===== src/rtl/core/ogru_ram.sv =====
// Generic synchronous RAM with one write port and one registered read port.
module ogru_ram #(
	parameter int WIDTH = 8,
	parameter int DEPTH = 256
) (
	input  logic                     clk,
	input  logic                     we,
	input  logic [$clog2(DEPTH)-1:0] waddr,
	input  logic [WIDTH-1:0]         wdata,
	input  logic                     re,
	input  logic [$clog2(DEPTH)-1:0] raddr,
	output logic [WIDTH-1:0]         rdata
);

	logic [WIDTH-1:0] mem [DEPTH];

	// Write and registered read.
	always_ff @(posedge clk) begin
		if (we) begin
			mem[waddr] <= wdata;
		end
		if (re) begin
			rdata <= mem[raddr];
		end
	end

endmodule


===== config.mk =====
export PLATFORM = sky130hd
export DESIGN_NAME = ogru_ram
export DESIGN_NICKNAME = d
export VERILOG_FILES = /design/src/rtl/core/ogru_ram.sv
export SDC_FILE = /design/constraint.sdc
export NUM_CORES = 2
export LEC_CHECK = 0
export BUFFER_PORTS_ARGS = -buffer_cell sky130_fd_sc_hd__buf_2
export CAP_MARGIN = 10
export CORE_UTILIZATION = 50
export CTS_BUF_LIST = sky130_fd_sc_hd__clkbuf_8
export CTS_CLUSTER_DIAMETER = 30
export DETAILED_ROUTE_END_ITERATION = 10
export HOLD_SLACK_MARGIN = 0.06
export PLACE_DENSITY = 0.73
export SETUP_SLACK_MARGIN = 0.4
export SLEW_MARGIN = 20
export SYNTH_ARGS = -nofsm -noshare
export SYNTH_HDL_FRONTEND = slang
export SYNTH_SLANG_ARGS = --single-unit

===== constraint.sdc =====
create_clock -name clk -period 3.15 [get_ports clk]
set_input_delay 0.315 -clock clk [delete_from_list [all_inputs] [get_ports clk]]
set_output_delay 0.315 -clock clk [all_outputs]
set_load 0.005 [all_outputs]

# Word-level counts from Yosys, hierarchy flattened
# Memory sizes are Yosys's and may differ from the RTL's. A register that Yosys moved wholly into a read port is not among the register bits.
# Index checks and enable logic that the tools add are counted.
# totals
ff_bits,0
mem_bits_rw,2048
inputBits,27
n_memories,1
# mem_list
name,depth,width,read_ports,rd_ports_with_merged_regs,wr,line_no,rtl
mem,256,8,1,1,1,15,logic [WIDTH-1:0] mem [DEPTH];
# classes
n_mux,2
# op_table
op,n
1-bit two-way mux,2

# Logic depth before layout (Yosys ltp)
# depth
ltp_word,2
depth_mapped,11
depth_no_buf,6

# Worst setup path before layout
# Ideal clock, no wire load.
# synth_path
path_kind,in2reg
startpoint,input raddr[0]
endpoint,"register rdata[2], read port of mem (data pin)"
setup_time_ns,0.269
t_arrival_ns,2.122
required_ns,2.881
setup_slack_ns,0.759
cell_stages,9
cell_sequence,buf_6 -> buf_12 -> buf_8 -> buf_2 -> mux4_2 -> a22oi_1 -> a21oi_1 -> nor4_1 -> nor4_2
# synth_lines
item,line_no,rtl
from (decl),11,"input logic [$clog2(DEPTH)-1:0] raddr,"
to (decl),12,output logic [WIDTH-1:0] rdata

==> results.ini <==
[setup_path]
crit_chain = mux4_2 > a22o_1 > a221oi_1 > buf_4 > o221ai_1 > a211oi_1 > buf_4 > nor4_1
crit_required_ps = 3940
path_delay_family = compound AO/OA/AOI/OAI gates
endpoint_kind = flop
r2r_end = rdata[5]$_DFFE_PP_
critPathKind = reg2reg
crit_path_frequent_cell = buf_4
cp-start-kind = flop
worstSetupPathDepth = 8
r2r_start = mem[27][5]$_DFFE_PP_
cp_slowest_stage_delay_ps = 570
r2r_cells = 8
slowest_stage = a211oi_1
worstPathBufferInverterCount = 2
critPathArrivalTime_ps = 3520
r2r_setup_slack_ps = 420
crit_fanout = 1

[logic_synthesis]
synthArstFlopShare_pct = 0
synth-compound-area-share_pct = 3.416
synth-edff-count = 2056
syn_avg_cell_area_sq_um = 21.33
synth.area.mux_share_pct = 14.60
synthAdderAreaFrac_pct = 0
synth_xor_area_share_pct = 0
yosys.area.top_type_share_pct = 77.53
yosysWarnings = 0
synth_area_leaders = edfxtp_1, mux4_2, mux2i_1
synthSimpleGateAreaFrac_pct = 2.625
yosysSeqAreaShare_pct = 77.53
synth_top_family_by_area = multiplexers
yosysUniqueCellTypes = 54
yosys.area.top_type = edfxtp_1
synth.cell_area_sq_um = 79640
synth_nets = 3760
ys.flop_type = edfxtp_1
synthCells = 3733
ys_ff_latch = 2056

[clocking]
numClockSinks = 2056
numCtsBuffers = 381
root_buffer = clkbuf_8
path_clk_slew_ps = 60
cts_tree = yes
cts_max_level = 5
clock_latency_ps = 1050
cts.path.max_buffers = 4

[timing]
max-slew-margin-rel_pct = 24.49
setup_tns_ps = 0
final.hold.worst_slack_ps = 178.0
grt_setup_unrepaired = no
fin_crit_ps = 2727
fmax_mhz = 366.7
worst_slack_ps = 422.8
setup-violations-final = 0
slew_violations = 0
finalHoldViolCount = 0
finalClockSkew_ps = 69.26
worstMarginPinSlew_ps = 1122
finalCritPeriodShare_pct = 86.58

[global_routing]
grt_start_max_net_pins = 110
grt_pass1_vias = 42350
antenna_found_initial = 5
grt_pass1_wl_microns = 283100
overflow = 0
gr-usage-all-layers_pct = 24.35

[pwr]
power.leakage_uw = 0.03053
pwr_density_cell_nw_per_um2 = 642.4
ir_drop_mv = 0.5696

[cells_and_area]
layout-drive-gt1-share_pct = 32.89
stdcell_area_sq_um = 93770
layout_commonest_cell = edfxtp_1
finish.net_count = 4455
area_growth_pct = 17.75
final_cells = 6787
fillers = 10845
most-common-layout-cells = edfxtp_1, mux4_2, buf_4, clkbuf_8, nor2_1

[routing]
drtPass1Iterations = 5
routed_wl_microns = 195300
drtIter0Drc = 5695
drtAntennaViolNets = 0
vias = 41777
vias_per_cell = 6.155
drc = 0
wl_per_cell_microns = 28.78

[placed_design]
place_inst = 6094
dpl-instance-area_sq_um = 85430
port_buffers = 34
gp_routability_congestion = 0.8886
pre_cts_ws_ps = -462.1
dpl.hpwl_microns = 120700

[floorplan]
die_h_microns = 401.1
row_count = 146
die-area_sq_um = 160900
core_sq_um = 158200
die_x_microns = 401.1
pin_count = 35
initial_utilization_pct = 50.34

[job]
maxCapViolCount = 0

[status]
status = completed

[worst_hold_path]
holdPathStages = 3
hold_class = in2reg
hp-start = waddr[5]
hold_path_end = mem[52][5]$_DFFE_PP_

-- kinds of logic (layout without fill, tap and decap cells) --
group | Yosys count | in the layout
flip-flops | 2056 | 2056
multiplexers | 591 | 591
other | 0 | 6
buffers and inverters | 235 | 1211
AO/OA/AOI/OAI | 385 | 385
AND/OR/NAND/NOR | 466 | 466
-- cells in the mapped netlist (13+ instances only) --
library cell and count:
a211oi_1 16, mux2i_1 134, nor4_1 24, nor3_1 22, o22ai_1 28, nor2b_1 31
nand2_1 33, o221ai_1 46, mux4_2 454, a21oi_1 96, buf_6 21, nand3_1 34
buf_8 13, buf_4 27, nor2_1 282, a221oi_1 13, clkbuf_1 111, buf_1 22
buf_2 31, a22oi_1 133, edfxtp_1 2056
-- state kept, by name, summed over array words and instances, names as in the netlist --
register,count
mem,2048
rdata,8
-- through the flow --
stage          power, uW  util, %
2_1_floorplan      32240        -
3_3_place_gp       33620    54.00
3_5_place_dp       33680    54.00
4_1_cts            60560    59.26
5_1_grt            61880    59.27
6_report           60240    59.28
-- timing repair --
action,CTS,global route
endpoints found under the hold margin,920,0
setup buffers,0,0
gates cloned,0,0
hold buffers,23,0
gates resized for setup,2,1
setup endpoints to repair,2,1
-- where the power goes --
group | internal, uW | switching [uW] | total [uW] | leakage (uW)
logic | 1120 | 1820 | 2940 | 0.00780
clock network | 16000 | 11100 | 27100 | 0.00425
registers | 30200 | 36.5 | 30200 | 0.0185
total | 47300 | 13000 | 60200 | 0.0305
-- worst register-to-register path: stages (launching register included) --
cell and delay (ps):
edfxtp_1 360, mux4_2 470, a22o_1 290, a221oi_1 240, buf_4 170, o221ai_1 160
a211oi_1 570, buf_4 210, nor4_1 50
-- metal layers --
metal,up-vias,track usage (%),part of all wire (%)
met2,2584,37.99,48
met1,21628,33.81,37
met5,-,0,0.029
li1,17171,-,-
met4,8,8.564,3.1
met3,386,5.891,11
-- layout make-up --
type,count,area [sq um],area share [%]
flip-flops and latches,2056,61740,65.84
multi-input cells,1442,16520,17.61
clock buffers,382,5258,5.607
repair buffers,545,4821,5.141
clock inverters,282,2824,3.012
well taps,2072,2592,2.765
diodes,6,15.01,0.01601
inverters,2,7.507,0.008006
-- worst max-delay path by stage --
stage | from | to
after CTS | mem[139][7]$_DFFE_PP_ | rdata[7]$_DFFE_PP_
final | mem[27][5]$_DFFE_PP_ | rdata[5]$_DFFE_PP_
after global placement | raddr[0] | rdata[2]$_DFFE_PP_
after global routing | mem[18][5]$_DFFE_PP_ | rdata[5]$_DFFE_PP_
after detailed placement | raddr[0] | rdata[2]$_DFFE_PP_
after floorplan | raddr[0] | rdata[2]$_DFFE_PP_
Power figures use the tool's default switching activity.
