`src/rtl/core/ogru_pkg.sv`:
```
// Shared types and constants for the occupancy grid ray update block.
package ogru_pkg;

	// Width of the configuration register index.
	localparam int CFG_IDX_W = 3;

	// Configuration register indexes.
	localparam logic [CFG_IDX_W-1:0] REG_INV_RES   = 3'd0;
	localparam logic [CFG_IDX_W-1:0] REG_POSE_X    = 3'd1;
	localparam logic [CFG_IDX_W-1:0] REG_POSE_Y    = 3'd2;
	localparam logic [CFG_IDX_W-1:0] REG_HEADING   = 3'd3;
	localparam logic [CFG_IDX_W-1:0] REG_ANGLE_MIN = 3'd4;
	localparam logic [CFG_IDX_W-1:0] REG_ANGLE_INC = 3'd5;
	localparam logic [CFG_IDX_W-1:0] REG_ODDS_OCC  = 3'd6;
	localparam logic [CFG_IDX_W-1:0] REG_ODDS_EMP  = 3'd7;

	// Request opcodes.
	localparam logic OPC_BEAM = 1'b0;
	localparam logic OPC_READ = 1'b1;

	// Sine polynomial coefficients and unity, all Q14.
	localparam logic [14:0] SIN_A    = 15'd25736;
	localparam logic [14:0] SIN_B    = 15'd10512;
	localparam logic [14:0] SIN_C    = 15'd1160;
	localparam logic [14:0] Q14_ONE  = 15'd16384;
	localparam logic [15:0] QUARTER  = 16'd16384;

	// Occupancy percentages.
	localparam logic [6:0] P_MAX      = 7'd100;
	localparam logic [6:0] CELL_RESET = 7'd1;

	// Width of the signed Q14 cell position accumulators.
	localparam int POS_W = 29;

	// Main sequencer states.
	typedef enum logic [3:0] {
		ST_CLEAR,
		ST_IDLE,
		ST_RD_ADDR,
		ST_RD_DATA,
		ST_SIN,
		ST_COS,
		ST_CELL_ADDR,
		ST_CELL_DATA,
		ST_CELL_CALC,
		ST_DONE
	} state_t;

endpackage

```
`src/rtl/core/ogru_bayes.sv`:
```
// Bayesian odds update of one cell with a restoring divider, one quotient bit a cycle.
module ogru_bayes import ogru_pkg::*; (
	input  logic        clk,
	input  logic        arst_n,
	input  logic        start,
	input  logic [6:0]  p,
	input  logic [15:0] d,
	output logic        done,
	output logic [6:0]  q
);

	logic        busy_q;
	logic [2:0]  ph_q;
	logic        done_q;
	logic [22:0] dp_q;
	logic [6:0]  p_q;
	logic [29:0] rem_q;
	logic [28:0] dsh_q;
	logic [6:0]  quo_q;
	logic        nz_q;
	logic [29:0] num;
	logic [22:0] den;
	logic [6:0]  p_diff;
	logic        fits;

	// Numerator and denominator from the registered odds product.
	always_comb begin
		p_diff = P_MAX - p_q;
		num    = 30'(dp_q) * 30'(P_MAX);
		den    = {4'd0, p_diff, 12'd0} + dp_q;
		fits   = rem_q >= {1'b0, dsh_q};
	end

	// Sequencing control.
	always_ff @(posedge clk or negedge arst_n) begin
		if (!arst_n) begin
			busy_q <= 1'b0;
			ph_q   <= 3'd0;
			done_q <= 1'b0;
		end else begin
			done_q <= busy_q && (ph_q == 3'd7);
			if (start) begin
				busy_q <= 1'b1;
				ph_q   <= 3'd0;
			end else if (busy_q) begin
				ph_q <= ph_q + 3'd1;
				if (ph_q == 3'd7) begin
					busy_q <= 1'b0;
				end
			end
		end
	end

	// Product, set-up and division steps.
	always_ff @(posedge clk) begin
		if (start) begin
			dp_q <= {7'd0, d} * {16'd0, p};
			p_q  <= p;
		end else if (busy_q) begin
			if (ph_q == 3'd0) begin
				rem_q <= num;
				dsh_q <= {den, 6'd0};
				nz_q  <= den != 23'd0;
				quo_q <= 7'd0;
			end else begin
				if (fits) begin
					rem_q <= rem_q - {1'b0, dsh_q};
				end
				quo_q <= {quo_q[5:0], fits};
				dsh_q <= dsh_q >> 1;
			end
		end
	end

	// A zero denominator yields an empty cell; a quotient above P_MAX is clamped to P_MAX.
	always_comb begin
		if (!nz_q) begin
			q = 7'd0;
		end else if (quo_q > P_MAX) begin
			q = P_MAX;
		end else begin
			q = quo_q;
		end
	end

	assign done = done_q;

endmodule

```
`config.mk`:
```
export PLATFORM = sky130hd
export DESIGN_NAME = ogru_bayes
export DESIGN_NICKNAME = d
export VERILOG_FILES = /design/src/rtl/core/ogru_pkg.sv /design/src/rtl/core/ogru_bayes.sv
export SDC_FILE = /design/constraint.sdc
export NUM_CORES = 1
export LEC_CHECK = 0
export ABC_AREA = 1
export BUFFER_PORTS_ARGS = -buffer_cell sky130_fd_sc_hd__buf_2
export CAP_MARGIN = 10
export CORE_ASPECT_RATIO = 0.9
export CORE_UTILIZATION = 56
export DETAILED_ROUTE_END_ITERATION = 8
export GPL_TIMING_DRIVEN = 0
export PLACE_DENSITY = 0.78
export SLEW_MARGIN = 15
export SYNTH_ARGS = -nofsm -noshare
export SYNTH_HDL_FRONTEND = slang
export SYNTH_SLANG_ARGS = --single-unit
```
`constraint.sdc`:
```
create_clock -name clk -period 4.51 [get_ports clk]
set_clock_uncertainty 0.05 [all_clocks]
set_input_delay 0.6765 -clock clk [delete_from_list [all_inputs] [get_ports clk]]
set_output_delay 0.6765 -clock clk [all_outputs]
set_load 0.03 [all_outputs]
```
; After elaboration in Yosys (flattened, before gate mapping)
; Cells that the tools add are included.
[totals]
ff_bits = 102
out_inout_bits = 8
word_cells = 40
[classes]
addsub = 4
n_mul = 2
order_cmp = 2
eq_ne = 1
n_mux = 10
bitwise_logic = 1
n_reduce_logical = 8
[ops]
columns = operator, count
row1 = two-way mux 30 bit, 2
row2 = greater-or-equal comparator 30 x 29 -> 1 bit, 1
row3 = subtractor 30 x 29 -> 30 bit, 1
row4 = "multiplier 23 x 5 -> 28 bit, second input constant", 1
row5 = two-way mux 28 bit, 1
row6 = adder 19 x 23 -> 23 bit, 1
row7 = multiplier 16 x 7 -> 23 bit, 1
row8 = nonzero test 23 bit, 1
row9 = two-way mux 7 bit, 2
row10 = "> comparator 7 bit, second input constant", 1
row11 = "subtractor 7 bit, first input constant", 1
row12 = two-way mux 3 bit, 2
row13 = AND reduction 3 bit, 2
row14 = nonzero test 2 bit, 2
row15 = "adder 3 x 1 -> 3 bit, second input constant", 1
row16 = "equality test 3 bit, second input constant", 1
row17 = zero test 3 bit, 1
row18 = two-way mux 1 bit, 3
row19 = AND reduction 2 bit, 1
row20 = logical AND 1 bit, 1
row21 = inverter 1 bit, 1

; Depth between registers and ports, before layout
[logic_depth]
word_depth = 4
depth_mapped = 21
depth_no_buf = 19

; Least setup slack after synthesis
; No wires, ideal clock.
[synth_timing]
path_type = input -> register
from = in p[6]
to = reg dp_q[17], data pin
setup_ps = 252
arrival_time_ps = 4541
required_time_ps = 4208
path_slack_ps = -333
stages = 19
path_buffers = 2
path_cell_list = clkbuf_1 -> clkbuf_1 -> nand2_1 -> fa_1 -> fa_1 -> inv_1 -> fa_1 -> inv_1 -> fa_1 -> inv_1 -> ha_1 -> a21oi_1 -> o21ai_1 -> nor2_1 -> o21ai_2 -> nand2_1 -> nand2_1 -> nand2_1 -> nand2_1
[synth_via]
elab_chain_cells = 1
[synth_rtl]
columns = element, line_no
row1 = from (decl), ogru_bayes.sv:6  ; input logic [6:0] p,
row2 = multiplier 16 x 7 -> 23 bit, ogru_bayes.sv:57  ; dp_q <= {7'd0, d} * {16'd0, p};
row3 = to (signal assigned), ogru_bayes.sv:57
row4 = to (decl), ogru_bayes.sv:15  ; logic [22:0] dp_q;
; No other way between the ends.
; A chain may end at the register's enable or synchronous reset.

; Final worst setup path
[layout_timing]
from = in p[6]
to = reg dp_q[15], data pin
; Same word-level chain as after synthesis.

==> key figures <==
Global route
  – Overflow left after global routing: 0
  – GR Util All Layers: 0.281
  – Via count of the first global-routing pass: 11700
  – Maximum number of pins on one net before global-route repair: 34
  – Initial antenna violation count: 0
  – Global-route wire length before repair: approximately 55 mm

Setup path
  – Worst Setup Start Kind: input port
  – Cell breakdown of the critical path: buf_2 > buf_8 > buf_8 > nand2_1 > inv_1 > fa_1 > fa_1 > fa_1 > inv_1 > fa_1 > inv_1 > ha_4 > nand2_2 > nor2_1 > nand2_1 > o21ai_1 > xor2_1
  – Most repeated library cell on the critical path: sky130_fd_sc_hd__fa_1
  – Category of the critical setup timing path: in -> reg
  – End point of the critical path: dp_q[15]
  – WP data arrival: roughly 4.5 ns
  – Slack of the worst reg-to-reg path: roughly 1.1 ns
  – Buffers and inverters on the worst path: 6
  – Kind of end point of the critical path: flip-flop
  – CP peak stage delay: 0.54 ns
  – Largest driver fanout on the critical path: 7
  – Critical Path Stages: 17
  – Critical register-to-register path endpoint: rem_q[23]
  – Cell family with most CP delay: adder cells
  – Launch instance of the worst register-to-register path: dp_q[9]
  – Setup crit start: p[6]
  – R2R depth: 16
  – Cell at the slowest stage of the critical path: sky130_fd_sc_hd__fa_1
  – Required @ worst endpoint: 4.65 ns

CTS
  – Number of sinks on the clock net: just over 100
  – Number of levels the H-tree was split into: 3
  – Number of CTS-inserted buffers: 9
  – Clock slew seen by the registers of the worst setup and hold paths: around 0.080 ns
  – CTS hold repair buffers: 0
  – Clock root cell: sky130_fd_sc_hd__clkbuf_16
  – Maximum buffer depth of the clock tree: 2
  – CTS tree: done
  – Clock insertion delay at the later pin of the skew report: about 0.37 ns

STA
  – Slew @ Worst Pin: just under 0.8 ns
  – Final setup violation count: 0
  – Slew Limit Fails: 0
  – Final-report hold violation count: 0
  – Relative slew slack: 0.486
  – Final critical-path required period: around 4.4 ns
  – Max Freq: roughly 230 MHz
  – Final worst-path cycle share: 0.965

Layout
  – Count of fill cells added during filler insertion: 2182
  – Register area: about 0.0030 sq mm
  – Combined area of the multi-input logic cells: around 0.009 sq mm
  – Antenna diode count: 0
  – Post-route standard cell area excluding fillers: approximately 0.015 sq mm
  – Number of nets at the end of the flow: between 2000 and 2500
  – Fraction of layout instances using a drive strength above 1: 0.0847
  – Non-filler instance count after layout: 2286
  – Layout Area Growth over Synthesis: 9.42%

Yosys
  – Largest family of logic cells by synthesized area: adder cells
  – Synth Area in XOR/XNOR: 0.0219
  – Synth Register Bits: a little over 100
  – Gate count of the mapped netlist: 1934
  – Netlist cell types: 37
  – Multiplexer share of the synthesized area: 0
  – Sequential area share after synthesis: 0.224
  – Synth Net Count: approximately 2200
  – Avg Inst Size Synth: approximately 7.0 sq um
  – Warnings from Yosys: 0
  – Cell area after technology mapping: 0.0136 sq mm
  – Basic-gate share of the synthesized area counting and, or, nand and nor cells: 0.266
  – Share of synthesized cell area in full adder, half adder and majority cells: 0.280
  – Area fraction in compound gates after synthesis: 0.0606

Drt
  – Wire length per cell after detailed routing: between 10 and 15 um
  – Violation count after the first detailed-routing iteration: around 700
  – Number of search-and-repair iterations in the first detailed-routing pass: 5
  – Final WL: 33.0 mm
  – Final routed DRC violation total: 0
  – Vias post-DR: 11800
  – Antenna viol nets, final: 0
  – Number of vias per cell: 5.15

Worst hold path
  – Type of the worst min-delay path: in -> async

Floorplanning
  – Width of the die: 166 um
  – Ports placed on the boundary: 34
  – Die Height: roughly 150 um
  – Die area: between 0.02 and 0.025 sq mm
  – Cell row count: 53
  – Placeable core region: between 0.02 and 0.025 sq mm
  – Initial cell density of the core: 0.576

Outcome
  – Status: finished, final reports clean

Flow run
  – Count of max-cap constraint violations: 0

Placed design
  – HPWL reported at the end of detailed placement: between 20 and 30 mm
  – Port buffer count: 33
  – Placer Congestion: about 1.0
  – Number of placed cells counting well taps: around 2300
  – Placed standard-cell area: approximately 0.014 sq mm
cell type report:
type | count | share of cell area
Multi-Input combinational cell | 1305 | 0.594
Timing Repair Buffer | 41 | 0.0179
Buffer | 19 | 0.0104
Clock buffer | 9 | 0.0152
Sequential cell | 102 | 0.205
Inverter | 501 | 0.127
Clock inverter | 7 | 0.00573
Tap cell | 302 | 0.0254
cell usage after synthesis:
| master | instances | area (sq um) |
|---|---|---|
| sky130_fd_sc_hd__dfrtp_1 | 5 | 125 |
| sky130_fd_sc_hd__xnor2_1 | 9 | 78.8 |
| sky130_fd_sc_hd__o21ai_1 | 3 | 15.0 |
| sky130_fd_sc_hd__nor4_1 | 1 | 6.26 |
| sky130_fd_sc_hd__a31oi_1 | 2 | 12.5 |
| sky130_fd_sc_hd__o211a_1 | 1 | 10.0 |
| sky130_fd_sc_hd__nor2_1 | 114 | 428 |
| sky130_fd_sc_hd__a22oi_1 | 1 | 7.51 |
| sky130_fd_sc_hd__nand2_1 | 583 | 2190 |
| sky130_fd_sc_hd__edfxtp_1 | 97 | 2910 |
| sky130_fd_sc_hd__nor2_4 | 2 | 22.5 |
| sky130_fd_sc_hd__a21oi_2 | 3 | 26.3 |
| sky130_fd_sc_hd__nor3_1 | 10 | 50.1 |
| sky130_fd_sc_hd__or2_2 | 4 | 25.0 |
| sky130_fd_sc_hd__and2_1 | 2 | 12.5 |
| sky130_fd_sc_hd__nand2_2 | 16 | 100 |
| sky130_fd_sc_hd__o21ai_0 | 59 | 295 |
| sky130_fd_sc_hd__buf_6 | 3 | 33.8 |
| sky130_fd_sc_hd__nand3b_1 | 4 | 30.0 |
| sky130_fd_sc_hd__o21ai_2 | 2 | 17.5 |
| sky130_fd_sc_hd__buf_1 | 1 | 3.75 |
| sky130_fd_sc_hd__nand3_2 | 7 | 70.1 |
| sky130_fd_sc_hd__ha_1 | 161 | 2010 |
| sky130_fd_sc_hd__inv_1 | 499 | 1870 |
| sky130_fd_sc_hd__o21a_1 | 1 | 7.51 |
| sky130_fd_sc_hd__nand2b_1 | 1 | 6.26 |
| sky130_fd_sc_hd__a21oi_1 | 71 | 355 |
| sky130_fd_sc_hd__nand4_1 | 15 | 93.8 |
| sky130_fd_sc_hd__fa_1 | 89 | 1780 |
| sky130_fd_sc_hd__nor2_2 | 13 | 81.3 |
| sky130_fd_sc_hd__o21bai_1 | 10 | 75.1 |
| sky130_fd_sc_hd__buf_2 | 4 | 20.0 |
| sky130_fd_sc_hd__nor3_2 | 3 | 30.0 |
| sky130_fd_sc_hd__inv_2 | 2 | 7.51 |
| sky130_fd_sc_hd__nand3_1 | 93 | 465 |
| sky130_fd_sc_hd__clkbuf_1 | 18 | 67.6 |
| sky130_fd_sc_hd__xor2_1 | 25 | 219 |
registers in the layout, summed over array words and instances (netlist names):
register / flops
quo_q: 7
nz_q: 1
done: 1
dp_q: 23
dsh_q: 29
p_q: 7
ph_q: 3
busy_q: 1
rem_q: 30
placed cells by master (no fill, tap or decap), types with 19 or more instances in the layout:
| cell type | count |
|---|---|
| sky130_fd_sc_hd__fa_1 | 89 |
| sky130_fd_sc_hd__nand3_1 | 90 |
| sky130_fd_sc_hd__nor2_1 | 106 |
| sky130_fd_sc_hd__nor2_2 | 19 |
| sky130_fd_sc_hd__inv_1 | 498 |
| sky130_fd_sc_hd__edfxtp_1 | 97 |
| sky130_fd_sc_hd__o21ai_0 | 57 |
| sky130_fd_sc_hd__buf_2 | 32 |
| sky130_fd_sc_hd__nand2_1 | 574 |
| sky130_fd_sc_hd__ha_1 | 150 |
| sky130_fd_sc_hd__a21oi_1 | 62 |
| sky130_fd_sc_hd__xor2_1 | 25 |
| sky130_fd_sc_hd__nand2_2 | 24 |
cells by family (layout without fill, tap and decap cells):
family                     after synthesis  after routing
and+or+nand+nor                        868            868
DFF                                    102            102
AOI/OAI and AO/OA                      153            153
adders and majority gates              250            250
xor gates and xnor gates                34             34
buffers and inverters                  527            577
worst min-delay path by stage:
stage	endpoint	slack, ns	cells past startpoint
after detailed placement	done	0.44	2
final	ph_q[2]	0.06	1
after global routing	ph_q[2]	0.06	1
after CTS	ph_q[0]	0.06	1
after global placement	done	0.42	2
after floorplan	busy_q	0.33	0
worst reg2reg max path: stages (launching register included):
cell and delay [ns]:
sky130_fd_sc_hd__edfxtp_1 0.44, sky130_fd_sc_hd__inv_1 0.18, sky130_fd_sc_hd__ha_1 0.26, sky130_fd_sc_hd__ha_1 0.27, sky130_fd_sc_hd__inv_1 0.05, sky130_fd_sc_hd__fa_1 0.50
sky130_fd_sc_hd__inv_1 0.04, sky130_fd_sc_hd__ha_1 0.36, sky130_fd_sc_hd__nand2_2 0.10, sky130_fd_sc_hd__nor2_1 0.32, sky130_fd_sc_hd__nand3_1 0.14, sky130_fd_sc_hd__nand2_1 0.14
sky130_fd_sc_hd__nand2_1 0.08, sky130_fd_sc_hd__nand2_1 0.06, sky130_fd_sc_hd__nand2_1 0.04, sky130_fd_sc_hd__nand3_1 0.09, sky130_fd_sc_hd__nand2_1 0.08
routing by layer:
| layer | GRT usage | routed length [um] | vias to the layer above |
|---|---|---|---|
| met5 | 0 | 0 | - |
| met4 | 0.107 | 1030 | 0 |
| met3 | 0.0275 | 1250 | 63 |
| met2 | 0.521 | 16500 | 251 |
| met1 | 0.338 | 14200 | 5479 |
| li1 | - | - | 5983 |
stage by stage:
step                      hold WS, ns  setup TNS [ns]  setup slack [ns]   util
after floorplan                 0.331               0           0.00423      -
after global placement          0.420          -31.48            -0.800  0.607
after detailed placement        0.437           -8.22            -0.701  0.608
after CTS                      0.0592               0           0.00465  0.625
after global routing           0.0613         -0.0222           -0.0139  0.631
final                          0.0624               0             0.159  0.631
repair_timing:
| action | in CTS | in global routing |
|---|---|---|
| resized for setup | 18 | 36 |
| buffers inserted | 1 | 6 |
| pin swaps | 5 | 26 |
| setup endpoints to repair | 13 | 13 |
| gates cloned | 0 | 0 |
Power is left out: the tool's default activity adds up to more than one toggle a clock period on the data nets, which glitch-free logic cannot reach.
