<file path="config.mk">
export PLATFORM = sky130hd
export DESIGN_NAME = ogru_trig
export DESIGN_NICKNAME = d
export VERILOG_FILES = /design/src/rtl/core/ogru_pkg.sv /design/src/rtl/core/ogru_trig.sv
export SDC_FILE = /design/constraint.sdc
export NUM_CORES = 1
export LEC_CHECK = 0
export BUFFER_PORTS_ARGS = -buffer_cell sky130_fd_sc_hd__buf_2
export CAP_MARGIN = 20
export CORE_ASPECT_RATIO = 1.2
export CORE_MARGIN = 1.5
export CORE_UTILIZATION = 40
export DETAILED_ROUTE_END_ITERATION = 12
export GPL_ROUTABILITY_DRIVEN = 0
export MAX_ROUTING_LAYER = met4
export PLACE_DENSITY = 0.59
export SLEW_MARGIN = 15
export SYNTH_ARGS = -nofsm -noshare
export SYNTH_HDL_FRONTEND = slang
export SYNTH_SLANG_ARGS = --single-unit
</file>
<file path="constraint.sdc">
create_clock -name clk -period 11.61 [get_ports clk]
set_input_delay 2.322 -clock clk [delete_from_list [all_inputs] [get_ports clk]]
set_output_delay 2.322 -clock clk [all_outputs]
set_load 0.1 [all_outputs]
</file>
<file path="src/rtl/core/ogru_pkg.sv">
// Shared types and constants for the occupancy grid ray update block.
package ogru_pkg;

	// Width of the configuration register index.
	localparam int CFG_IDX_W = 3;

	// Configuration register indexes.
	localparam logic [CFG_IDX_W-1:0] REG_INV_RES   = 3'd0;
	localparam logic [CFG_IDX_W-1:0] REG_POSE_X    = 3'd1;
	localparam logic [CFG_IDX_W-1:0] REG_POSE_Y    = 3'd2;
	localparam logic [CFG_IDX_W-1:0] REG_HEADING   = 3'd3;
	localparam logic [CFG_IDX_W-1:0] REG_ANGLE_MIN = 3'd4;
	localparam logic [CFG_IDX_W-1:0] REG_ANGLE_INC = 3'd5;
	localparam logic [CFG_IDX_W-1:0] REG_ODDS_OCC  = 3'd6;
	localparam logic [CFG_IDX_W-1:0] REG_ODDS_EMP  = 3'd7;

	// Request opcodes.
	localparam logic OPC_BEAM = 1'b0;
	localparam logic OPC_READ = 1'b1;

	// Sine polynomial coefficients and unity, all Q14.
	localparam logic [14:0] SIN_A    = 15'd25736;
	localparam logic [14:0] SIN_B    = 15'd10512;
	localparam logic [14:0] SIN_C    = 15'd1160;
	localparam logic [14:0] Q14_ONE  = 15'd16384;
	localparam logic [15:0] QUARTER  = 16'd16384;

	// Occupancy percentages.
	localparam logic [6:0] P_MAX      = 7'd100;
	localparam logic [6:0] CELL_RESET = 7'd1;

	// Width of the signed Q14 cell position accumulators.
	localparam int POS_W = 29;

	// Main sequencer states.
	typedef enum logic [3:0] {
		ST_CLEAR,
		ST_IDLE,
		ST_RD_ADDR,
		ST_RD_DATA,
		ST_SIN,
		ST_COS,
		ST_CELL_ADDR,
		ST_CELL_DATA,
		ST_CELL_CALC,
		ST_DONE
	} state_t;

endpackage

</file>
<file path="src/rtl/core/ogru_trig.sv">
// Iterative Q14 sine unit: one shared multiplier, four products per result.
module ogru_trig import ogru_pkg::*; (
	input  logic               clk,
	input  logic               arst_n,
	input  logic               start,
	input  logic [15:0]        angle,
	output logic               done,
	output logic signed [15:0] value
);

	logic        busy_q;
	logic [1:0]  cnt_q;
	logic        done_q;
	logic [14:0] z_q;
	logic [14:0] z2_q;
	logic [14:0] t_q;
	logic        neg_q;
	logic signed [15:0] val_q;
	logic [14:0] z_in;
	logic [14:0] z_fold;
	logic [14:0] op_a;
	logic [14:0] op_b;
	logic [29:0] prod;
	logic [14:0] prod_sh;

	// Fold the angle onto the first quarter wave.
	always_comb begin
		z_in   = {1'b0, angle[13:0]};
		z_fold = angle[14] ? (Q14_ONE - z_in) : z_in;
	end

	// Operand selection for the shared multiplier.
	always_comb begin
		case (cnt_q)
			2'd0: begin
				op_a = z_q;
				op_b = z_q;
			end
			2'd1: begin
				op_a = SIN_C;
				op_b = z2_q;
			end
			2'd2: begin
				op_a = t_q;
				op_b = z2_q;
			end
			default: begin
				op_a = t_q;
				op_b = z_q;
			end
		endcase
		prod    = {15'd0, op_a} * {15'd0, op_b};
		prod_sh = prod[28:14];
	end

	// Sequencing control.
	always_ff @(posedge clk or negedge arst_n) begin
		if (!arst_n) begin
			busy_q <= 1'b0;
			cnt_q  <= 2'd0;
			done_q <= 1'b0;
		end else begin
			done_q <= busy_q && (cnt_q == 2'd3);
			if (start) begin
				busy_q <= 1'b1;
				cnt_q  <= 2'd0;
			end else if (busy_q) begin
				cnt_q <= cnt_q + 2'd1;
				if (cnt_q == 2'd3) begin
					busy_q <= 1'b0;
				end
			end
		end
	end

	// Polynomial datapath.
	always_ff @(posedge clk) begin
		if (start) begin
			z_q   <= z_fold;
			neg_q <= angle[15];
		end else if (busy_q) begin
			case (cnt_q)
				2'd0: z2_q <= prod_sh;
				2'd1: t_q <= SIN_B - prod_sh;
				2'd2: t_q <= SIN_A - prod_sh;
				default: val_q <= neg_q ? -$signed({1'b0, prod_sh}) : $signed({1'b0, prod_sh});
			endcase
		end
	end

	assign done  = done_q;
	assign value = val_q;

endmodule

</file>
Word-level counts from Yosys, hierarchy flattened
Index checks and enable logic that the tools add are counted.
- $add $sub $neg: 5
- multipliers: 1
- div/mod/pow operators: 0
- order comparisons: 0
- eq/ne operators: 3
- shift operators: 0
- multiplexer cells: 10
- bitwise operators: 2
- reductions and logical operators: 9
- operators by type and width (kind ; number):
    15-bit one-hot mux with 2 select lines ; 2
    15-bit 2-to-1 mux ; 2
    15-bit by 15-bit multiplier with 29-bit output ; 1
    15-bit negation with 16-bit output ; 1
    14-bit by 15-bit subtractor with 15-bit output (first input constant) ; 1
    15-bit by 14-bit subtractor with 15-bit output (first input constant) ; 1
    15-bit subtractor (first input constant) ; 1
    14-bit 2-to-1 mux ; 1
    3-bit AND reduction ; 3
    2-bit == test (second input constant) ; 2
    2-bit 2-to-1 mux ; 2
    2-bit nonzero test ; 2
    1-bit 2-to-1 mux ; 3
    3-bit OR reduction ; 1
    2-bit by 1-bit adder with 2-bit output (second input constant) ; 1
    2-bit by 1-bit == test with 1-bit output (second input constant) ; 1
    2-bit logical NOT ; 1
    1-bit inverter ; 2
    2-bit OR reduction ; 1
    1-bit logical AND ; 1
- register bits after elaboration: 66
- bits in latches: 0
- memory bits (writable): 0
- ROM bits: 0
- bits of input ports: 19
- output and inout bits: 17
- word-level logic and storage cells: 40
- memories: 0

Logic depth before layout (Yosys ltp)
Gate-level depths: netlist of the first run.
- word-level depth: 6
- mapped depth: 35
- depth with buffers taken out: 32

Worst setup path after synthesis of the first run
No wires, ideal clock.
- path kind: register to register
- from: register cnt_q[0]
- to: register t_q[12] (data pin)
- setup time: 0.261 ns
- data arrival time: 8.337 ns
- required time: 11.349 ns
- setup slack: 3.012 ns
- cell stages (with the launch flop): 31
- path buffers: 4
- period minus slack after synthesis: 8.598 ns
- cells stage by stage: dfrtp_1 inv_1 ha_1 buf_6 clkbuf_1 mux2i_1 clkbuf_1 nor2_1 fa_1 inv_1 fa_1 inv_1 fa_1 fa_1 fa_1 inv_1 fa_1 inv_1 ha_1 clkbuf_1 nand2_1 or2_2 o211ai_4 xor2_1 inv_1 ha_1 a41oi_1 o41ai_2 or4b_1 a21oi_1 xnor2_1
- word-level cells in the longest chain between the ends: 6
- elaborated cells on any way between the ends: 10
- those cells by class: add/sub: 2; mul: 1; eq/ne: 2; mux: 3; reduce/logical: 2
- RTL lines (element ; line ; text):
    start, declared ; ogru_trig.sv:12 ; logic [1:0] cnt_q;
    start signal, assigned ; ogru_trig.sv:68 ; cnt_q <= cnt_q + 2'd1;
    2-bit == test / 2-bit by 1-bit == test with 1-bit output (equally long branches) ; ogru_trig.sv:34 ; case (cnt_q)
    2-bit OR reduction (no source line) ; -- ;
    15-bit 2-to-1 mux ; ogru_trig.sv:34 ;
    15-bit by 15-bit multiplier with 29-bit output * ; ogru_trig.sv:52 ; prod = {15'd0, op_a} * {15'd0, op_b};
    named net prod[17] ; ogru_trig.sv:23 ; logic [29:0] prod;
    15-bit subtractor / 14-bit by 15-bit subtractor with 15-bit output (equally long branches) ; ogru_trig.sv:85, ogru_trig.sv:84 ;
    15-bit one-hot mux with 2 select lines * ; ogru_trig.sv:82 ; case (cnt_q)
    end signal, assigned ; ogru_trig.sv:84 ; 2'd1: t_q <= SIN_B - prod_sh;
    end signal, assigned ; ogru_trig.sv:85 ; 2'd2: t_q <= SIN_A - prod_sh;
    end, declared ; ogru_trig.sv:16 ; logic [14:0] t_q;
Mark *: on every way through the listed nets, which the timed path passes. The rest lies on a longest branch.
A chain may end at the register's enable or synchronous reset.

Worst setup path in the final report of the first run
- from: register cnt_q[0]
- to: register t_q[14] (data pin)
Same word-level chain as after synthesis.

==> out/metrics.cfg, run 1 <==
[final_layout]
diodes = 0
final_area_um2 = 11700
drive_above_1_share_pct = 8.90
synthToLayoutAreaGrowth_pct = 8.39
final_nets = 1466

[place]
port_buffers = 35
dp_hpwl_mm = 23.3
placed_cell_area_um2 = 11400

[worst_setup_path]
critical_path.slowest_cell = a211oi_1
cp.depth = 30
ff2ff_path_depth = 30
crit_family = adder cells
cp_num_buf_inv = 8
cp.required_ps = 11690
start_kind = flop
cp_slowest_stage_delay_ps = 810
end_kind = flop
worstPathArrival_ps = 9740
worstPathMaxFanout = 27
path_common_cell = inv_1
critPathKind = flop to flop

[timing]
hold_viol_final = 0
fmax_mhz = 103
fin_setup_tns_ps = 0
whs_ps = 591
grt_setup_unrepaired = no
maxSlewViolCount = 0
period_needed_ps = 9670
fin_skew_ps = 8.85
setup_viol = 0
finalCritPeriodShare_pct = 83.3
tightest_slew_ps = 1050
slew_headroom_pct = 28.9

[floorplanning]
rows = 65
start_util_pct = 40.9
dieWidth_um = 153
core_um2 = 26400
num_io_pins = 36
die_area_um2 = 28000
die_h_um = 183

[min_path]
hp-class = flop to flop
whs_path_depth = 1

[clocking]
clk-insertion-delay-late_ps = 330
cts_tree = done
path_clk_slew_ps = 60
cts-buffers-inserted = 9
cts_hold_repair.buffers = 0
cts.sinks = 66
clock_path_buffers = 2
cts_resized = 0
cts_setup_buffers = 0
htree_levels = 3
cts-root-buf = clkbuf_16

[drt]
first_iter_violations = 457
drt_first_pass_iters = 6
wl_per_cell_um = 18.6
wl_mm = 28.3
drt-vias-per-instance = 5.30
postRouteAntennaNets = 0
drc = 0
num_vias = 8093

[synth]
syn-instance-count = 1150
synth_edf_count = 62
yosys.cell_types.count = 77
syn_nets = 1430
async_reset_ff_share_pct = 6.06
synth_area_leaders = fa_1, edfxtp_1, ha_1
yosysWarningCount = 0
syn_area_um2 = 10800
synth_area_per_cell_um2 = 9.40
synth_ff_type = edfxtp_1
synth_top_area_share_pct = 30.6
seq_area_frac_synth_pct = 18.1
ys_ff_latch = 66
yosysTopAreaCell = fa_1

[global_route]
track_usage_pct = 22.1
grt-ovfl-total = 0
grt_pass1_vias = 8646
grt_pass1_wl_mm = 46.2
grt_antenna_before_repair = 0
grt_max_degree = 28

[run_status]
status = finished clean

[flow_run]
max-cap-violations = 0

==> per-layer routing <==
layer / share of wire, % / wire length (µm) / vias to the layer above / GRT usage, %
met5: 0 / 0 / - / -
met4: 3.6 / 1030 / 0 / 8.24
met3: 3.6 / 1020 / 56 / 2.15
met2: 53 / 14900 / 199 / 39.5
met1: 40 / 11400 / 4085 / 25.7
li1: - / - / 3753 / -
==> worst paths after layout <==
check,startpoint,end,slack [ps]
worst max-delay path,cnt_q[0],t_q[14],1940
worst min-delay path,busy_q,busy_q,590
worst max register to register,cnt_q[0],t_q[14],1940
worst min register to register,busy_q,busy_q,590
max in group asynchronous,arst_n,cnt_q[0],9710
min in group asynchronous,arst_n,done,1780
==> cells by family (layout without fill, tap and decap cells) <==
logic type | Yosys count | in the layout | share of synthesized area [%]
XOR/XNOR | 59 | 59 | 4.85
adder cells (fa/ha/maj) | 261 | 261 | 41.7
multiplexers | 27 | 27 | 2.60
flip-flops | 66 | 66 | 18.1
AND/OR/NAND/NOR | 360 | 360 | 15.0
buffers and inverters | 243 | 284 | 8.59
AO/OA/AOI/OAI | 134 | 134 | 9.18
==> through the flow <==
step	setup WS (ps)	utilization (%)	std cells
2_1_floorplan	3010	-	1150
3_3_place_gp	2210	43.3	1510
3_5_place_dp	2010	43.3	1510
4_1_cts	2000	44.3	1526
5_1_grt	1360	44.3	1526
6_report	1940	44.3	1526
==> state kept, by name, indices dropped and copies added, names as in the netlist <==
register,cells
busy_q,1
cnt_q,2
done,1
neg_q,1
t_q,15
value,16
z2_q,15
z_q,15
==> cell type report <==
class,count,area (µm²)
Clock buffer,9,225
Clock inverter,7,51.3
Fill cell,2526,14700
Inverter,210,788
Multi-Input combinational cell,841,7920
Sequential cell,66,1960
Tap cell,335,419
Timing Repair Buffer,58,348
==> cell usage after synthesis, drive strengths merged (4+ instances only) <==
master and n:
a211o 4, or3 7, nor2 140, or2 7, dfrtp 4, a21oi 25, clkbuf 26, and2 8
nand2b 25, ha 96, o31ai 6, a31oi 4, mux2 9, buf 7, mux2i 18, nand3 8
xnor2 51, nor2b 10, inv 210, o21a 15, nor3 6, fa 165, a211oi 6, a21o 4
xor2 8, o21ai 31, nand2 128, edfxtp 62
==> placed cells by master (no fill, tap or decap), types with 23 or more instances in the layout <==
| master | synthesis | layout |
|---|---|---|
| ha_1 | 96 | 96 |
| a21oi_1 | 23 | 23 |
| buf_2 | 4 | 35 |
| nand2b_1 | 25 | 25 |
| buf_4 | 1 | 23 |
| o21ai_0 | 24 | 23 |
| nand2_1 | 127 | 127 |
| edfxtp_1 | 62 | 62 |
| inv_1 | 210 | 210 |
| xnor2_1 | 50 | 50 |
| nor2_1 | 140 | 140 |
| fa_1 | 165 | 165 |
Power of run 1 is left out: the tool's default activity adds up to more than one toggle a clock period on the data nets, which glitch-free logic cannot reach.
==> run 2, diff against run 1 <==
PLACE_DENSITY = 0.61   (was 0.59)
clock period = 8.8 ns   (was 11.61 ns; I/O delays follow)
==> run 2 against run 1 <==
Net effect: global-route usage up 0.58 points; clock skew fell by 3.7 ps; die area unchanged; via count increased by 1.7%; design area rose by 3.1%; count of clock-buffer cells in the layout increased by 3; sequential share of layout area is 0.49 points lower; highest routed layer unchanged.
==> out/metrics.cfg, run 2 (synthesis gave the netlist of run 1 again) <==
[clocking]
cts-root-buf = clkbuf_16  ; unchanged
clk-insertion-delay-late_ps = 330  ; about the same
cts_tree = done  ; unchanged
cts-buffers-inserted = 9  ; unchanged
cts.sinks = 66  ; unchanged
htree_levels = 3  ; unchanged
path_clk_slew_ps = 50  ; was 60 ps
clock_path_buffers = 2  ; unchanged

[timing]
maxSlewViolCount = 0  ; unchanged
fin_setup_tns_ps = 0  ; unchanged
fin_skew_ps = 5.18  ; was 8.85 ps
whs_ps = 589  ; was 591 ps
period_needed_ps = 8470  ; was 9670 ps
slew_headroom_pct = 48.5  ; was 28.9%
finalCritPeriodShare_pct = 96.2  ; was 83.3%
hold_viol_final = 0  ; unchanged
tightest_slew_ps = 773  ; was 1050 ps
setup_viol = 0  ; unchanged
fmax_mhz = 118  ; was 103 MHz
grt_setup_unrepaired = no  ; unchanged

[final_layout]
final_nets = 1498  ; was 1466
utilization_pct = 45.7  ; was 44.3%
synthToLayoutAreaGrowth_pct = 11.7  ; was 8.39%
drive_above_1_share_pct = 11.9  ; was 8.90%
diodes = 0  ; unchanged
final_cell_mix = inv_1, fa_1, nor2_1, nand2_1, ha_1  ; unchanged
largest_register_ff_count = 16  ; unchanged
final_cells = 1557  ; was 1526
final_common_cell = inv_1  ; unchanged

[worst_setup_path]
crit_family = adder cells  ; unchanged
cp_num_buf_inv = 5  ; was 8
cp_slowest_stage_delay_ps = 560  ; was 810 ps
worstPathArrival_ps = 8530  ; was 9740 ps
critical_path.slowest_cell = fa_1  ; was a211oi_1
end_kind = flop  ; unchanged
start_kind = flop  ; unchanged
cp.required_ps = 8860  ; was 11690 ps
worstPathMaxFanout = 19  ; was 27
critPathKind = flop to flop  ; unchanged
path_common_cell = fa_1  ; was inv_1

[place]
port_buffers = 35  ; unchanged
dp_hpwl_mm = 24.6  ; was 23.3 mm
dp_cells = 1541  ; was 1510

[drt]
top_layer = met4  ; unchanged
m1WireLength_mm = 11.5  ; was 11.4 mm
wl_mm = 29.4  ; was 28.3 mm
num_vias = 8227  ; was 8093
first_iter_violations = 470  ; was 457
postRouteAntennaNets = 0  ; unchanged
drt_first_pass_iters = 5  ; was 6
met2WireLength_mm = 14.8  ; was 14.9 mm
drc = 0  ; unchanged
wl_per_cell_um = 18.9  ; was 18.6 µm
drt-vias-per-instance = 5.28  ; was 5.30
wl_met3_mm = 1.34  ; was 1.02 mm

[min_path]
hp-class = flop to flop  ; unchanged

[global_route]
grt_pass1_wl_mm = 46.8  ; was 46.2 mm
grt-ovfl-total = 0  ; unchanged
grt_pass1_vias = 8550  ; was 8646
grt_antenna_before_repair = 0  ; unchanged
track_usage_pct = 22.7  ; was 22.1%
grt_max_degree = 44  ; was 28

[flow_run]
max-cap-violations = 0  ; unchanged

[floorplanning]
start_util_pct = 40.9  ; unchanged
die_h_um = 183  ; unchanged
core_um2 = 26400  ; unchanged
num_io_pins = 36  ; unchanged
die_area_um2 = 28000  ; unchanged
rows = 65  ; unchanged
dieWidth_um = 153  ; unchanged

[run_status]
status = finished clean  ; unchanged

[run 2: cell types whose count changed in the layout (fill, tap and decap cells not counted), moves of 2 or more]
cell,before,now
clkinvlp_4,2,0
ha_4,0,3
buf_4,23,53
bufinv_16,0,2
ha_1,96,92
clkbuf_1,0,3
inv_6,2,0
[run 2: area by class of cell]
cell class                 count  area [µm²]
clock inverter                 3        65.1
timing repair buffer          90         604
clock buffer                  12         236
multi-input combinational    841        8000
tap                          335         419
sequential                    66        1960
fill                        2516       14400
inverter                     210         788
[run 2: path summary, 6_finish.rpt]
| kind | from | end | slack, ps | cells past startpoint |
|---|---|---|---|---|
| worst max register to register | cnt_q[0] | value[14] | 330 | 25 |
| max in group asynchronous | arst_n | cnt_q[0] | 7450 | 1 |
| worst max-delay path | cnt_q[0] | value[14] | 330 | 25 |
| min in group asynchronous | arst_n | cnt_q[0] | 1220 | 1 |
| worst min-delay path | busy_q | busy_q | 590 | 1 |
| worst min register to register | busy_q | busy_q | 590 | 1 |
[run 2: metrics by stage]
stage          worst slack [ps]  cell area, µm²
4_1_cts                    15.1           12000
3_5_place_dp               21.1           11700
6_report                    333           12100
5_1_grt                    13.7           12100
2_1_floorplan               202           10800
3_3_place_gp               5.54           11700
[run 2: timing repair]
item	in CTS	in global routing
resized for setup	1	18
pin swaps	0	1
endpoints found under the hold margin	0	0
hold buffers	0	0
buffers inserted	0	1
setup endpoints to repair	1	12
[run 2: layer usage]
metal | global-route usage [%] | vias up
li1 | - | 3815
met1 | 26.1 | 4085
met2 | 38.4 | 249
met3 | 3.10 | 78
met4 | 12.4 | 0
met5 | - | -
Power of run 2 is left out for the same reason.
